**src/sv/i2cbs_pkg.sv**
```systemverilog
// ----------------------------------------------------------------------------
// I2C master bit sequencer package
// Phase encoding, command codes, register indexes and reset values shared by
// the sequencer.
// ----------------------------------------------------------------------------
package i2cbs_pkg;

    // Sequencer phases.
    typedef enum logic [4:0] {
        PH_IDLE   = 5'd0,
        PH_ST_A   = 5'd1,
        PH_ST_B   = 5'd2,
        PH_SP_A   = 5'd3,
        PH_SP_B   = 5'd4,
        PH_W_SET  = 5'd5,
        PH_W_HI   = 5'd6,
        PH_W_LO   = 5'd7,
        PH_R_LO   = 5'd8,
        PH_R_HI   = 5'd9,
        PH_K_LO   = 5'd10,
        PH_K_HI   = 5'd11,
        PH_A_REL  = 5'd12,
        PH_A_POLL = 5'd13
    } t_phase;

    // Command codes carried in the input transfer.
    typedef enum logic [2:0] {
        CMD_NONE  = 3'd0,
        CMD_START = 3'd1,
        CMD_STOP  = 3'd2,
        CMD_WRITE = 3'd3,
        CMD_READ  = 3'd4,
        CMD_WACK  = 3'd5
    } t_cmd;

    // Configuration register indexes.
    localparam logic [1:0] REG_ACK_TIMEOUT = 2'd0;
    localparam logic [1:0] REG_EDGE_HOLD   = 2'd1;
    localparam logic [1:0] REG_BIT_HALF    = 2'd2;

    // Configuration reset values.
    localparam logic [7:0] RST_ACK_TIMEOUT = 8'd250;
    localparam logic [7:0] RST_EDGE_HOLD   = 8'd4;
    localparam logic [7:0] RST_BIT_HALF    = 8'd2;

    // Bits per byte on the bus.
    localparam logic [3:0] BITS_PER_BYTE = 4'd8;

    // A hold of n ticks loads n-1 into the tick counter; zero acts as one.
    function automatic logic [7:0] hold_of(input logic [7:0] n);
        return (n == 8'd0) ? 8'd0 : n - 8'd1;
    endfunction

endpackage

```
**src/sv/i2c_master_bit_sequencer.sv**
```systemverilog
// ----------------------------------------------------------------------------
// I2C master bit sequencer
// Steps the SCL/SDA lines of an I2C master through start, stop, byte write,
// byte read with ACK/NACK and acknowledge wait, one bus tick per transfer.
// ----------------------------------------------------------------------------
// Each input transfer is one bus tick and produces exactly one output transfer
// that shows the line levels after that tick. The block handles one tick per
// clock cycle: the sequencer state and the output register update together at
// the edge that accepts a tick, and s_axis_tready is high whenever the output
// register is empty or is being taken in the same cycle, so ticks flow at full
// rate unless the output side stalls. Commands are taken only while idle;
// configuration must be written through the plain write port only while no
// tick is outstanding; the block itself does not enforce this.
module i2c_master_bit_sequencer
    import i2cbs_pkg::*;
(
    input  logic        i_clk,
    input  logic        i_rst_n,
    // Configuration write port
    input  logic        i_cfg_wen,
    input  logic [1:0]  i_cfg_idx,
    input  logic [7:0]  i_cfg_wdata,
    // Tick input
    input  logic        s_axis_tvalid,
    output logic        s_axis_tready,
    // command[2:0], tx_byte[10:3], send_ack[11], sda_in[12], zero[15:13]
    input  logic [15:0] s_axis_tdata,
    // Line state output
    output logic        m_axis_tvalid,
    input  logic        m_axis_tready,
    // scl_level[0], sda_level[1], sda_drive[2], busy_res[3], done_res[4],
    // rx_byte[12:5], ack_error[13], zero[15:14]
    output logic [15:0] m_axis_tdata
);

    // Configuration registers.
    logic [7:0] r_ack_timeout;
    logic [7:0] r_edge_hold;
    logic [7:0] r_bit_half;

    // Sequencer state and its next value.
    t_phase     r_phase,      n_phase;
    logic [7:0] r_tick,       n_tick;
    logic [3:0] r_bit_idx,    n_bit_idx;
    logic [7:0] r_shift,      n_shift;
    logic [7:0] r_wait,       n_wait;
    logic       r_scl,        n_scl;
    logic       r_sda,        n_sda;
    logic       r_drv,        n_drv;
    logic       r_ack_choice, n_ack_choice;
    logic       r_err,        n_err;
    logic [7:0] r_rx,         n_rx;
    logic       n_done;
    logic       sda_raw;

    // Output register.
    logic        r_out_valid;
    logic [15:0] r_out_data;

    // Input fields.
    logic [2:0] in_cmd;
    logic [7:0] in_tx;
    logic       in_sack;
    logic       in_sda;
    logic       s_fire;
    logic [3:0] bit_inc;

    assign in_cmd  = s_axis_tdata[2:0];
    assign in_tx   = s_axis_tdata[10:3];
    assign in_sack = s_axis_tdata[11];
    assign in_sda  = s_axis_tdata[12];
    assign bit_inc = r_bit_idx + 4'd1;

    // A tick is taken whenever the output register can hold its result.
    assign s_axis_tready = !r_out_valid || m_axis_tready;
    assign s_fire        = s_axis_tvalid && s_axis_tready;

    // Configuration writes.
    always_ff @(posedge i_clk) begin
        if (!i_rst_n) begin
            r_ack_timeout <= RST_ACK_TIMEOUT;
            r_edge_hold   <= RST_EDGE_HOLD;
            r_bit_half    <= RST_BIT_HALF;
        end else if (i_cfg_wen) begin
            case (i_cfg_idx)
                REG_ACK_TIMEOUT: r_ack_timeout <= i_cfg_wdata;
                REG_EDGE_HOLD:   r_edge_hold   <= i_cfg_wdata;
                REG_BIT_HALF:    r_bit_half    <= i_cfg_wdata;
                default: ;
            endcase
        end
    end

    // Next state of the sequencer for one tick.
    always_comb begin
        n_phase      = r_phase;
        n_tick       = r_tick;
        n_bit_idx    = r_bit_idx;
        n_shift      = r_shift;
        n_wait       = r_wait;
        n_scl        = r_scl;
        sda_raw      = r_sda;
        n_drv        = r_drv;
        n_ack_choice = r_ack_choice;
        n_err        = r_err;
        n_rx         = r_rx;
        n_done       = 1'b0;

        if (r_phase == PH_IDLE) begin
            case (in_cmd)
                CMD_START: begin
                    n_scl = 1'b1; sda_raw = 1'b1; n_drv = 1'b1;
                    n_phase = PH_ST_A; n_tick = hold_of(r_edge_hold);
                end
                CMD_STOP: begin
                    n_scl = 1'b0; sda_raw = 1'b0; n_drv = 1'b1;
                    n_phase = PH_SP_A; n_tick = hold_of(r_edge_hold);
                end
                CMD_WRITE: begin
                    n_shift = in_tx; n_bit_idx = 4'd0;
                    n_scl = 1'b0; sda_raw = in_tx[7]; n_drv = 1'b1;
                    n_phase = PH_W_SET; n_tick = hold_of(r_bit_half);
                end
                CMD_READ: begin
                    n_ack_choice = in_sack; n_shift = 8'd0; n_bit_idx = 4'd0;
                    n_scl = 1'b0; sda_raw = 1'b1; n_drv = 1'b0;
                    n_phase = PH_R_LO; n_tick = hold_of(r_bit_half);
                end
                CMD_WACK: begin
                    n_err = 1'b0; n_wait = 8'd0;
                    sda_raw = 1'b1; n_drv = 1'b0;
                    n_phase = PH_A_REL; n_tick = 8'd0;
                end
                default: ;
            endcase
        end else if (r_phase == PH_A_POLL) begin
            // Poll for the slave pulling SDA low, with a timeout.
            if (!in_sda) begin
                n_scl = 1'b0; sda_raw = 1'b1; n_drv = 1'b0;
                n_phase = PH_IDLE; n_done = 1'b1;
            end else if (r_wait >= r_ack_timeout) begin
                n_err = 1'b1;
                n_scl = 1'b0; sda_raw = 1'b0; n_drv = 1'b1;
                n_phase = PH_SP_A; n_tick = hold_of(r_edge_hold);
            end else begin
                n_wait = r_wait + 8'd1;
            end
        end else if (r_tick != 8'd0) begin
            n_tick = r_tick - 8'd1;
        end else begin
            case (r_phase)
                PH_ST_A: begin
                    n_scl = 1'b1; sda_raw = 1'b0; n_drv = 1'b1;
                    n_phase = PH_ST_B; n_tick = hold_of(r_edge_hold);
                end
                PH_ST_B: begin
                    n_scl = 1'b0; sda_raw = 1'b0; n_drv = 1'b1;
                    n_phase = PH_IDLE; n_done = 1'b1;
                end
                PH_SP_A: begin
                    n_scl = 1'b1; sda_raw = 1'b1; n_drv = 1'b1;
                    n_phase = PH_SP_B; n_tick = hold_of(r_edge_hold);
                end
                PH_W_SET: begin
                    n_scl = 1'b1; sda_raw = r_sda; n_drv = 1'b1;
                    n_phase = PH_W_HI; n_tick = hold_of(r_bit_half);
                end
                PH_W_HI: begin
                    n_scl = 1'b0; sda_raw = r_sda; n_drv = 1'b1;
                    n_phase = PH_W_LO; n_tick = hold_of(r_bit_half);
                end
                PH_W_LO: begin
                    n_bit_idx = bit_inc;
                    if (bit_inc >= BITS_PER_BYTE) begin
                        n_phase = PH_IDLE; n_done = 1'b1;
                    end else begin
                        n_shift = {r_shift[6:0], 1'b0};
                        n_scl = 1'b0; sda_raw = r_shift[6]; n_drv = 1'b1;
                        n_phase = PH_W_SET; n_tick = hold_of(r_bit_half);
                    end
                end
                PH_R_LO: begin
                    n_scl = 1'b1; sda_raw = 1'b1; n_drv = 1'b0;
                    n_phase = PH_R_HI; n_tick = hold_of(r_bit_half);
                end
                PH_R_HI: begin
                    // Sample on the last tick of the SCL-high half.
                    n_shift   = {r_shift[6:0], in_sda};
                    n_bit_idx = bit_inc;
                    if (bit_inc >= BITS_PER_BYTE) begin
                        n_rx = {r_shift[6:0], in_sda};
                        n_scl = 1'b0; sda_raw = !r_ack_choice; n_drv = 1'b1;
                        n_phase = PH_K_LO; n_tick = hold_of(r_bit_half);
                    end else begin
                        n_scl = 1'b0; sda_raw = 1'b1; n_drv = 1'b0;
                        n_phase = PH_R_LO; n_tick = hold_of(r_bit_half);
                    end
                end
                PH_K_LO: begin
                    n_scl = 1'b1; sda_raw = r_sda; n_drv = 1'b1;
                    n_phase = PH_K_HI; n_tick = hold_of(r_bit_half);
                end
                PH_K_HI: begin
                    n_scl = 1'b0; sda_raw = r_sda; n_drv = 1'b1;
                    n_phase = PH_IDLE; n_done = 1'b1;
                end
                PH_A_REL: begin
                    n_scl = 1'b1; sda_raw = 1'b1; n_drv = 1'b0;
                    n_phase = PH_A_POLL; n_tick = 8'd0;
                end
                default: begin
                    // End of the stop sequence and any stray phase.
                    n_phase = PH_IDLE; n_done = 1'b1;
                end
            endcase
        end

        // A released SDA line reads back as high.
        n_sda = n_drv ? sda_raw : 1'b1;
    end

    // Sequencer state register, advanced once per accepted tick.
    always_ff @(posedge i_clk) begin
        if (!i_rst_n) begin
            r_phase      <= PH_IDLE;
            r_tick       <= 8'd0;
            r_bit_idx    <= 4'd0;
            r_shift      <= 8'd0;
            r_wait       <= 8'd0;
            r_scl        <= 1'b1;
            r_sda        <= 1'b1;
            r_drv        <= 1'b1;
            r_ack_choice <= 1'b0;
            r_err        <= 1'b0;
            r_rx         <= 8'd0;
        end else if (s_fire) begin
            r_phase      <= n_phase;
            r_tick       <= n_tick;
            r_bit_idx    <= n_bit_idx;
            r_shift      <= n_shift;
            r_wait       <= n_wait;
            r_scl        <= n_scl;
            r_sda        <= n_sda;
            r_drv        <= n_drv;
            r_ack_choice <= n_ack_choice;
            r_err        <= n_err;
            r_rx         <= n_rx;
        end
    end

    // Output register holding the result of the last tick.
    always_ff @(posedge i_clk) begin
        if (!i_rst_n) begin
            r_out_valid <= 1'b0;
        end else if (s_fire) begin
            r_out_valid <= 1'b1;
        end else if (m_axis_tready) begin
            r_out_valid <= 1'b0;
        end
    end

    always_ff @(posedge i_clk) begin
        if (s_fire) begin
            r_out_data <= {2'b00, n_err, n_rx, n_done, (n_phase != PH_IDLE),
                           n_drv, n_sda, n_scl};
        end
    end

    assign m_axis_tvalid = r_out_valid;
    assign m_axis_tdata  = r_out_data;

    // A completed command never reports busy on the same tick.
    a_done_not_busy: assert property (@(posedge i_clk) disable iff (!i_rst_n)
        r_out_valid && m_axis_tdata[4] |-> !m_axis_tdata[3])
        else $error("done and busy both set");

    // A released SDA line always shows a high level.
    a_released_high: assert property (@(posedge i_clk) disable iff (!i_rst_n)
        r_out_valid && !m_axis_tdata[2] |-> m_axis_tdata[1])
        else $error("released SDA not shown high");

    // Low SDA during the acknowledge poll completes the command.
    a_ack_done: assert property (@(posedge i_clk) disable iff (!i_rst_n)
        s_fire && (r_phase == PH_A_POLL) && !in_sda |=> m_axis_tdata[4])
        else $error("acknowledge did not complete the command");

    // The bit counter never runs past one byte.
    a_bit_range: assert property (@(posedge i_clk) disable iff (!i_rst_n)
        r_bit_idx <= BITS_PER_BYTE)
        else $error("bit index out of range");

endmodule
```
**config.mk**
```make
export PLATFORM = sky130hd
export DESIGN_NAME = i2c_master_bit_sequencer
export DESIGN_NICKNAME = d
export VERILOG_FILES = /design/src/sv/i2cbs_pkg.sv /design/src/sv/i2c_master_bit_sequencer.sv
export SDC_FILE = /design/constraint.sdc
export NUM_CORES = 1
export LEC_CHECK = 0
export BUFFER_PORTS_ARGS = -buffer_cell sky130_fd_sc_hd__buf_2
export CAP_MARGIN = 20
export CORE_UTILIZATION = 36
export DETAILED_ROUTE_END_ITERATION = 6
export GPL_TIMING_DRIVEN = 0
export MAX_ROUTING_LAYER = met4
export SLEW_MARGIN = 25
export SYNTH_ARGS = -nofsm -noshare
export SYNTH_HDL_FRONTEND = slang
export SYNTH_SLANG_ARGS = --single-unit
export TNS_END_PERCENT = 10
```
**constraint.sdc**
```tcl
create_clock -name i_clk -period 3 [get_ports i_clk]
set_input_delay 0.3 -clock i_clk [delete_from_list [all_inputs] [get_ports i_clk]]
set_output_delay 0.3 -clock i_clk [all_outputs]
set_load 0.02 [all_outputs]
```
==> results.sh, run 1 <==
export IMPL_path_class="reg -> reg"
export IMPL_hold_violations=0
export IMPL_stdcell_area_um2=5920
export IMPL_grt_pass1_vias=4757
export IMPL_synth_area_top_cells="dfxtp_1 28%, edfxtp_1 8.3%, a21oi_1 5.4%"
export IMPL_rsz0062_at_grt="false"
export IMPL_cts_clk_slew_worst_paths_ps=70
export IMPL_clockBufferDepth=2
export IMPL_netlist_area_um2=5070
export IMPL_critPathTopFamily="compound AO/OA/AOI/OAI gates"
export IMPL_overflow=0
export IMPL_cts_buffers=9
export IMPL_fmax_mhz=347
export IMPL_slowest_stage="dfxtp_1"
export IMPL_crit_arrival_ps=2950
export IMPL_syn_area_per_cell_um2=8.10
export IMPL_max_cap_viol_count=0
export IMPL_power_leakage_nw=2.35
export IMPL_initial_utilization_pct=37.5
export IMPL_synthCells=626
export IMPL_placed_area_um2=5530
export IMPL_synth_most_common_cell="nand2_1"
export IMPL_grt_max_degree=24
export IMPL_track_usage_pct=22.3
export IMPL_synth_seq_cells=84
export IMPL_synth_distinct_cells=71
export IMPL_status="finished, final reports clean"
export IMPL_max_stage_delay_ps=520
export IMPL_drv_slew=0
export IMPL_relSlewSlack_pct=43.2
export IMPL_drtPass1Iterations=7
export IMPL_viasPerCell=5.71
export IMPL_antenna_left=0
export IMPL_skew_ps=12.6
export IMPL_crit_chain="clkbuf_1 -> clkbuf_2 -> and2_1 -> xnor2_1 -> a22o_1 -> a221oi_1 -> a311oi_2 -> a211oi_1 -> nand3b_1"
export IMPL_start_kind="register"
export IMPL_dpl_hpwl_um=11300
export IMPL_antenna_found_initial=0
export IMPL_tritoncts="done"
export IMPL_yosys_warnings=0
export IMPL_core_area_um2=13500
export IMPL_ys_seq_area_share_pct=35.9
export IMPL_ioPinCount=49
export IMPL_area_growth_pct=16.8
export IMPL_synth_common_cells="71 x nand2_1, 70 x dfxtp_1, 69 x nor2_1"
export IMPL_min_period_ps=2880
export IMPL_hold_class="in -> reg"
export IMPL_clk_insertion_delay_late_ps=360
export IMPL_layout_drive_gt1_share_pct=15.9
export IMPL_grt_pass1_wl_um=24500
export IMPL_async_reset_ff_share_pct=0
export IMPL_path_buf_inv=2
export IMPL_setup_viol=0
export IMPL_wl_per_cell_um=17.4
export IMPL_synth_edf_count=14
export IMPL_via_count=4945
export IMPL_place_gp_congestion=0.923
export IMPL_die_x_um=121
export IMPL_drtIter0Drc=360
export IMPL_dieArea_um2=14600
export IMPL_timing_setup_tns_ps=0
export IMPL_io_buffers=42
export IMPL_dieHeight_um=121
export IMPL_synth_top_area_share_pct=27.6
export IMPL_ir_drop_v=0.000330
export IMPL_tightest_slew_ps=846
export IMPL_reg2reg_slack_ps=120
export IMPL_h_tree_depth=3
export IMPL_path_max_fanout=10
export IMPL_antenna_cells=0
export IMPL_end_kind="register"
export IMPL_drc=0
export IMPL_yosysTopAreaCell="dfxtp_1"
export IMPL_nNetsFinal=732
export IMPL_totalWireLength_um=15100
export IMPL_clock_sinks=84
export IMPL_rows=42
export IMPL_p_per_area_nw_per_um2=559
export IMPL_cts_root_buf="clkbuf_16"
export IMPL_cp_required_ps=3070
export IMPL_ys_flop_type="dfxtp_1"
export IMPL_timing_final_crit_share_pct=96.0
[where the power goes]
group | leakage (nW) | total (mW) | internal, mW | switching, mW
combinational | 1.50 | 0.879 | 0.315 | 0.565
clock | 0.144 | 1.15 | 0.650 | 0.500
sequential | 0.708 | 1.28 | 1.22 | 0.0594
[kinds of logic (layout without fill, tap and decap cells)]
logic type      Yosys count  after routing  share of synthesized area [%]
fa+ha+maj                16             16                           3.95
flops                    84             84                           35.9
mux                      29             29                           5.97
xor+xnor                 17             17                           2.94
other cells               1              2                         0.0740
buf+inv                  59            122                           5.06
compound gates          165            165                           21.7
simple gates            255            255                           24.4
[cell type report]
class	count	area, um^2
Clock inverter	7	72.6
Buffer	33	163
Tap cell	176	220
Inverter	26	97.6
Sequential cell	84	1820
Clock buffer	9	225
Timing Repair Buffer	47	243
Fill cell	1329	7580
Multi-Input combinational cell	484	3080
[layer usage]
metal | vias up | wire length [um] | track usage (%)
met5 | - | 0 | -
met4 | 0 | 324 | 7.72
met3 | 23 | 911 | 4.39
met2 | 156 | 6970 | 36.5
met1 | 2378 | 6900 | 27.5
li1 | 2388 | - | -
[worst register-to-register path, cell delays in order (launching register included)]
cell and delay, ps:
dfxtp_1 520, clkbuf_1 350, clkbuf_2 310, and2_1 220, xnor2_1 90, a22o_1 180
a221oi_1 360, a311oi_2 110, a211oi_1 300, nand3b_1 150
[sequential cells by signal (all words and copies together), names as in the netlist]
signal / cells
m_axis_tdata: 14
r_ack_timeout: 8
r_bit_half: 8
r_edge_hold: 8
r_rx: 8
r_tick: 8
r_wait: 8
r_shift: 7
r_phase: 5
r_bit_idx: 4
m_axis_tvalid: 1
r_ack_choice: 1
r_drv: 1
r_err: 1
r_scl: 1
r_sda: 1
[path summary, 6_finish.rpt]
check | startpoint | endpoint | cells after the start
setup / recovery | r_phase[2]$_SDFFE_PN0P_ | m_axis_tdata[3]$_DFFE_PP_ | 9
hold / removal | s_axis_tvalid | m_axis_tvalid$_SDFFE_PN0P_ | 3
setup reg to reg | r_phase[2]$_SDFFE_PN0P_ | m_axis_tdata[3]$_DFFE_PP_ | 9
hold reg to reg | r_rx[0]$_SDFFE_PN0P_ | r_rx[0]$_SDFFE_PN0P_ | 2
[stage by stage]
step | hold WS [ps] | utilization, % | cells | setup WS (ps) | power [mW]
after floorplan | 425 | - | 627 | 463 | 1.88
after global placement | 436 | 40.8 | 845 | -482 | 2.13
after detailed placement | 446 | 40.9 | 847 | -460 | 2.14
after CTS | 179 | 43.3 | 863 | -3.47 | 3.29
after global routing | 225 | 43.8 | 866 | 17.0 | 3.46
final | 188 | 43.8 | 866 | 120 | 3.31
[what timing repair did]
action,in CTS,in global routing
hold endpoints to repair,0,0
endpoints found under the setup margin,28,20
pin swaps,0,2
hold buffers,0,0
resized for setup,4,13
setup buffers,0,3
[layout by cell type (no fill, tap or decap), types with 8 or more instances in the layout]
cell and instances:
dfxtp_1 70, inv_1 25, mux2_2 10, xnor2_1 12
clkbuf_16 9, nand2b_1 8, mux2i_1 19, buf_2 46
o21ai_0 35, ha_1 15, nor2_1 69, clkbuf_1 22
nor3_1 19, edfxtp_1 14, nand3_1 27, nand2_1 71
a21oi_1 55, a211oi_1 10
Power figures use the tool's default switching activity.
==> run 2: changes to the inputs <==
==> constraint.sdc (replaced) <==
create_clock -name i_clk -period 2.7 [get_ports i_clk]
set_input_delay 0.27 -clock i_clk [delete_from_list [all_inputs] [get_ports i_clk]]
set_output_delay 0.27 -clock i_clk [all_outputs]
set_load 0.02 [all_outputs]
==> results.sh, run 2 (synthesis gave the netlist of run 1 again) <==
export IMPL_p_per_area_nw_per_um2=616
export IMPL_path_max_fanout=7
export IMPL_dieHeight_um=121
export IMPL_area_growth_pct=18.8
export IMPL_instances_no_fill=868
export IMPL_slowest_stage="or4_4"
export IMPL_fin_util_pct=44.6
export IMPL_ff_latch_area_um2=1820
export IMPL_end_kind="register"
export IMPL_nNetsFinal=734
export IMPL_tightest_slew_ps=853
export IMPL_layout_commonest_cell="nand2_1"
export IMPL_fmax_mhz=380
export IMPL_hold_buffers=0
export IMPL_dp_cells=847
export IMPL_initial_utilization_pct=37.5
export IMPL_cts_buffers=9
export IMPL_drv_slew=0
export IMPL_viasPerCell=5.74
export IMPL_track_usage_pct=22.5
export IMPL_crit_chain="ha_1 -> or4_1 -> a21oi_2 -> o31ai_4 -> and2_1 -> or4_4 -> o21ai_1 -> o31a_1"
export IMPL_cts_root_buf="clkbuf_16"
export IMPL_power_leakage_nw=2.40
export IMPL_dpl_hpwl_um=11300
export IMPL_stdcell_area_um2=6020
export IMPL_antenna_cells=0
export IMPL_min_period_ps=2630
export IMPL_fillers=1325
export IMPL_layout_common_cells="70 x nand2_1, 69 x dfxtp_1, 68 x nor2_1"
export IMPL_ir_drop_v=0.000366
export IMPL_placed_area_um2=5530
export IMPL_h_tree_depth=3
export IMPL_rsz0062_at_grt="true"
export IMPL_status="finished, final reports clean"
export IMPL_drtIter0Drc=399
export IMPL_antenna_found_initial=0
export IMPL_crit_arrival_ps=2930
export IMPL_max_stage_delay_ps=590
export IMPL_max_cap_viol_count=0
export IMPL_cp_required_ps=3000
export IMPL_rows=42
export IMPL_multiInputGateArea_um2=3150
export IMPL_grt_pass1_vias=4823
export IMPL_tritoncts="done"
export IMPL_totalWireLength_um=15200
export IMPL_antenna_left=0
export IMPL_timing_final_crit_share_pct=97.5
export IMPL_overflow=0
export IMPL_clock_sinks=84
export IMPL_place_gp_congestion=0.923
export IMPL_skew_ps=11.9
export IMPL_largest_register_ffs=14
export IMPL_grt_pass1_wl_um=24600
export IMPL_via_count=4984
export IMPL_start_kind="register"
export IMPL_layout_drive_gt1_share_pct=18.9
export IMPL_ioPinCount=49
export IMPL_drc=0
export IMPL_io_buffers=42
export IMPL_dieArea_um2=14600
export IMPL_drtPass1Iterations=7
export IMPL_grt_max_degree=24
export IMPL_core_area_um2=13500
export IMPL_die_x_um=121
export IMPL_path_class="reg -> reg"
export IMPL_holdWs_ps=162
export IMPL_setup_viol=0
export IMPL_cts_clk_slew_worst_paths_ps=60
export IMPL_hold_class="in -> reg"
export IMPL_clk_insertion_delay_late_ps=360
export IMPL_relSlewSlack_pct=42.7
export IMPL_wl_per_cell_um=17.5
export IMPL_clockBufferDepth=2
export IMPL_hold_violations=0
## run 2: final timing paths
path	start	to	slack, ps	cells past startpoint
min	s_axis_tvalid	m_axis_tvalid$_SDFFE_PN0P_	160	3
min reg2reg	r_rx[6]$_SDFFE_PN0P_	r_rx[6]$_SDFFE_PN0P_	450	2
max reg2reg	r_wait[3]$_SDFFE_PN0P_	r_sda$_SDFFE_PN1P_	70	8
max	r_wait[3]$_SDFFE_PN0P_	r_sda$_SDFFE_PN1P_	70	8
## run 2: report_power, final
group          internal [mW]  switching [mW]  total [mW]
Clock                  0.722           0.553        1.28
Sequential              1.35          0.0680        1.42
Combinational          0.377           0.639        1.02
## run 2: layout make-up
type	count	share of cell area, %
multi-input combinational	484	52.3
sequential	84	30.3
timing repair buffer	50	4.40
clock buffer	9	3.74
tap	176	3.66
buffer	32	2.82
inverter	26	1.62
clock inverter	7	1.20
## run 2: through the flow
step           power (mW)  setup WS, ps  TNS [ps]
2_1_floorplan        2.09           163         0
3_3_place_gp         2.36          -782    -14340
3_5_place_dp         2.38          -760    -14180
4_1_cts              3.69          3.84         0
5_1_grt              3.89         -53.1     -58.6
6_report             3.71          67.3         0
## run 2: critical path, delay by kind of cell (launching register included)
kind                       cells  cell delay (ps)
AOI/OAI and AO/OA              4              600
DFF                            1              380
adders and majority gates      1              250
and+or+nand+nor                3             1340
## run 2: what timing repair did
action,CTS,global route
endpoints found under the setup margin,41,38
gates resized for setup,23,17
pin swaps,3,4
gates cloned,0,0
buffers inserted,4,2
## run 2: metal layers
| metal | vias to the layer above | global-route usage, % | wire length, um |
|---|---|---|---|
| met2 | 185 | 36.1 | 6970 |
| met3 | 30 | 4.58 | 1000 |
| met5 | - | - | 0 |
| li1 | 2389 | - | - |
| met1 | 2380 | 27.6 | 6840 |
| met4 | 0 | 8.80 | 408 |
==> run 3: changes to the inputs <==
--- a/config.mk
+++ b/config.mk
@@ -7,10 +7,13 @@
 export LEC_CHECK = 0
 export BUFFER_PORTS_ARGS = -buffer_cell sky130_fd_sc_hd__buf_2
 export CAP_MARGIN = 20
+export CELL_PAD_IN_SITES_DETAIL_PLACEMENT = 1
+export CELL_PAD_IN_SITES_GLOBAL_PLACEMENT = 1
 export CORE_UTILIZATION = 36
 export DETAILED_ROUTE_END_ITERATION = 6
 export GPL_TIMING_DRIVEN = 0
 export MAX_ROUTING_LAYER = met4
+export PLACE_DENSITY_LB_ADDON = 0.1
 export SLEW_MARGIN = 25
 export SYNTH_ARGS = -nofsm -noshare
 export SYNTH_HDL_FRONTEND = slang
==> results.sh, run 3 (synthesis gave the netlist of run 1 again) <==
export IMPL_totalWireLength_um=16700
export IMPL_antenna_found_initial=0
export IMPL_viasPerCell=5.64
export IMPL_max_cap_viol_count=0
export IMPL_antenna_cells=0
export IMPL_cts_root_buf="clkbuf_16"
export IMPL_layout_setup_ws_ps=87.4
export IMPL_slowest_stage="or3b_4"
export IMPL_drv_slew=0
export IMPL_hold_violations=0
export IMPL_cts_clk_slew_worst_paths_ps=70
export IMPL_track_usage_pct=24.7
export IMPL_layout_commonest_cell="nand2_1"
export IMPL_grt_pass1_vias=5017
export IMPL_drc=0
export IMPL_tightest_slew_ps=851
export IMPL_start_kind="register"
export IMPL_path_class="reg -> reg"
export IMPL_core_area_um2=13500
export IMPL_largest_register_ffs=14
export IMPL_dpl_hpwl_um=12700
export IMPL_fillers=1635
export IMPL_dp_slack_ps=-607
export IMPL_tritoncts="done"
export IMPL_p_per_area_nw_per_um2=621
export IMPL_initial_utilization_pct=37.5
export IMPL_ioPinCount=49
export IMPL_multiInputGateArea_um2=3170
export IMPL_rsz0062_at_grt="true"
export IMPL_pwr_share_clk_pct=34.7
export IMPL_rows=42
export IMPL_end_kind="register"
export IMPL_die_x_um=121
export IMPL_max_stage_delay_ps=430
export IMPL_clock_sinks=84
export IMPL_ff_latch_area_um2=1820
export IMPL_timing_final_crit_share_pct=96.8
export IMPL_holdWs_ps=162
export IMPL_layout_drive_gt1_share_pct=19.2
export IMPL_design_power_total_mw=3.76
export IMPL_combPwrFrac_pct=27.5
export IMPL_ir_drop_v=0.000250
export IMPL_dieArea_um2=14600
export IMPL_crit_chain="inv_1 -> ha_2 -> or3b_4 -> nor3_4 -> nand3_2 -> a211oi_4 -> o41a_4 -> buf_8 -> nor2_2 -> a311oi_2"
export IMPL_clockBufferDepth=2
export IMPL_antenna_left=0
export IMPL_min_period_ps=2610
export IMPL_h_tree_depth=3
export IMPL_dieHeight_um=121
export IMPL_cp_required_ps=2960
export IMPL_setup_viol=0
export IMPL_status="finished, final reports clean"
export IMPL_relSlewSlack_pct=42.8
export IMPL_drtPass1Iterations=5
export IMPL_via_count=4895
export IMPL_fin_util_pct=44.9
export IMPL_crit_arrival_ps=2870
export IMPL_nNetsFinal=734
export IMPL_power_leakage_nw=2.41
export IMPL_clk_insertion_delay_late_ps=350
export IMPL_hold_class="in -> reg"
export IMPL_critPathTopFamily="simple AND/OR/NAND/NOR gates"
export IMPL_path_buf_inv=2
export IMPL_p_seq_share_pct=37.7
export IMPL_io_buffers=42
export IMPL_drtIter0Drc=271
export IMPL_area_growth_pct=19.6
export IMPL_wl_per_cell_um=19.2
export IMPL_skew_ps=7.34
export IMPL_netSwitchingPower_mw=1.30
export IMPL_p_sw_share_pct=34.5
export IMPL_hold_buffers=0
export IMPL_internal_power_mw=2.46
export IMPL_path_max_fanout=10
export IMPL_grt_pass1_wl_um=26800
export IMPL_place_gp_congestion=0.882
export IMPL_fmax_mhz=383
export IMPL_overflow=0
export IMPL_layout_common_cells="70 x nand2_1, 69 x dfxtp_1, 67 x nor2_1"
export IMPL_cts_buffers=9
export IMPL_grt_max_degree=24
## run 3: cell types whose count changed in the layout (fill, tap and decap cells not counted), sizes merged
cell,delta
clkbuf,-2
buf,+2
## run 3: path summary, 6_finish.rpt
path                                              endpoint  slack [ps]                   start  cells after the start
worst max-delay path               r_shift[5]$_SDFFE_PN0P_          90  r_tick[0]$_SDFFE_PN0P_                     10
worst min-delay path            m_axis_tvalid$_SDFFE_PN0P_         160           s_axis_tvalid                      3
worst max register to register     r_shift[5]$_SDFFE_PN0P_          90  r_tick[0]$_SDFFE_PN0P_                     10
worst min register to register        r_rx[1]$_SDFFE_PN0P_         460    r_rx[1]$_SDFFE_PN0P_                      2
## run 3: timing repair
item	CTS	global route
setup buffers	3	4
pin swaps	2	5
hold endpoints to repair	0	0
resized for setup	23	20
setup endpoints to repair	43	41
## run 3: metrics by stage
step | area (um^2) | setup TNS (ps) | cells
detailed placement | 5530 | -16570 | 846
global placement | 5500 | -17350 | 845
finish | 6070 | 0 | 868
global route | 6070 | -114 | 868
CTS | 5980 | -36.4 | 865
floorplan | 5070 | 0 | 627
## run 3: power groups by stage
stage / sequential (mW) / clock [mW] / combinational, mW
2_1_floorplan: 1.45 / 0 / 0.635
3_3_place_gp: 1.44 / 0 / 0.937
3_5_place_dp: 1.45 / 0 / 0.959
4_1_cts: 1.42 / 1.34 / 1.01
5_1_grt: 1.43 / 1.38 / 1.14
6_report: 1.42 / 1.31 / 1.04
## run 3: per-layer routing
| layer | global-route usage (%) | wire length (um) | up-vias |
|---|---|---|---|
| met5 | - | 0 | - |
| met4 | 9.65 | 316 | 0 |
| met3 | 2.83 | 593 | 20 |
| met2 | 41.1 | 8020 | 97 |
| met1 | 30.6 | 7750 | 2377 |
| li1 | - | - | 2401 |
## run 3: layout make-up
cell class,instances,area share (%)
multi-input cells,484,52.2
flip-flops and latches,84,30.1
repair buffers,50,4.62
clock buffers,9,3.71
well taps,176,3.63
plain buffers,32,2.78
inverters,26,1.61
clock inverters,7,1.36
## run 3: worst min-delay path, stage by stage
cell	delay [ps]
buf_2	110
inv_1	40
a21oi_1	50
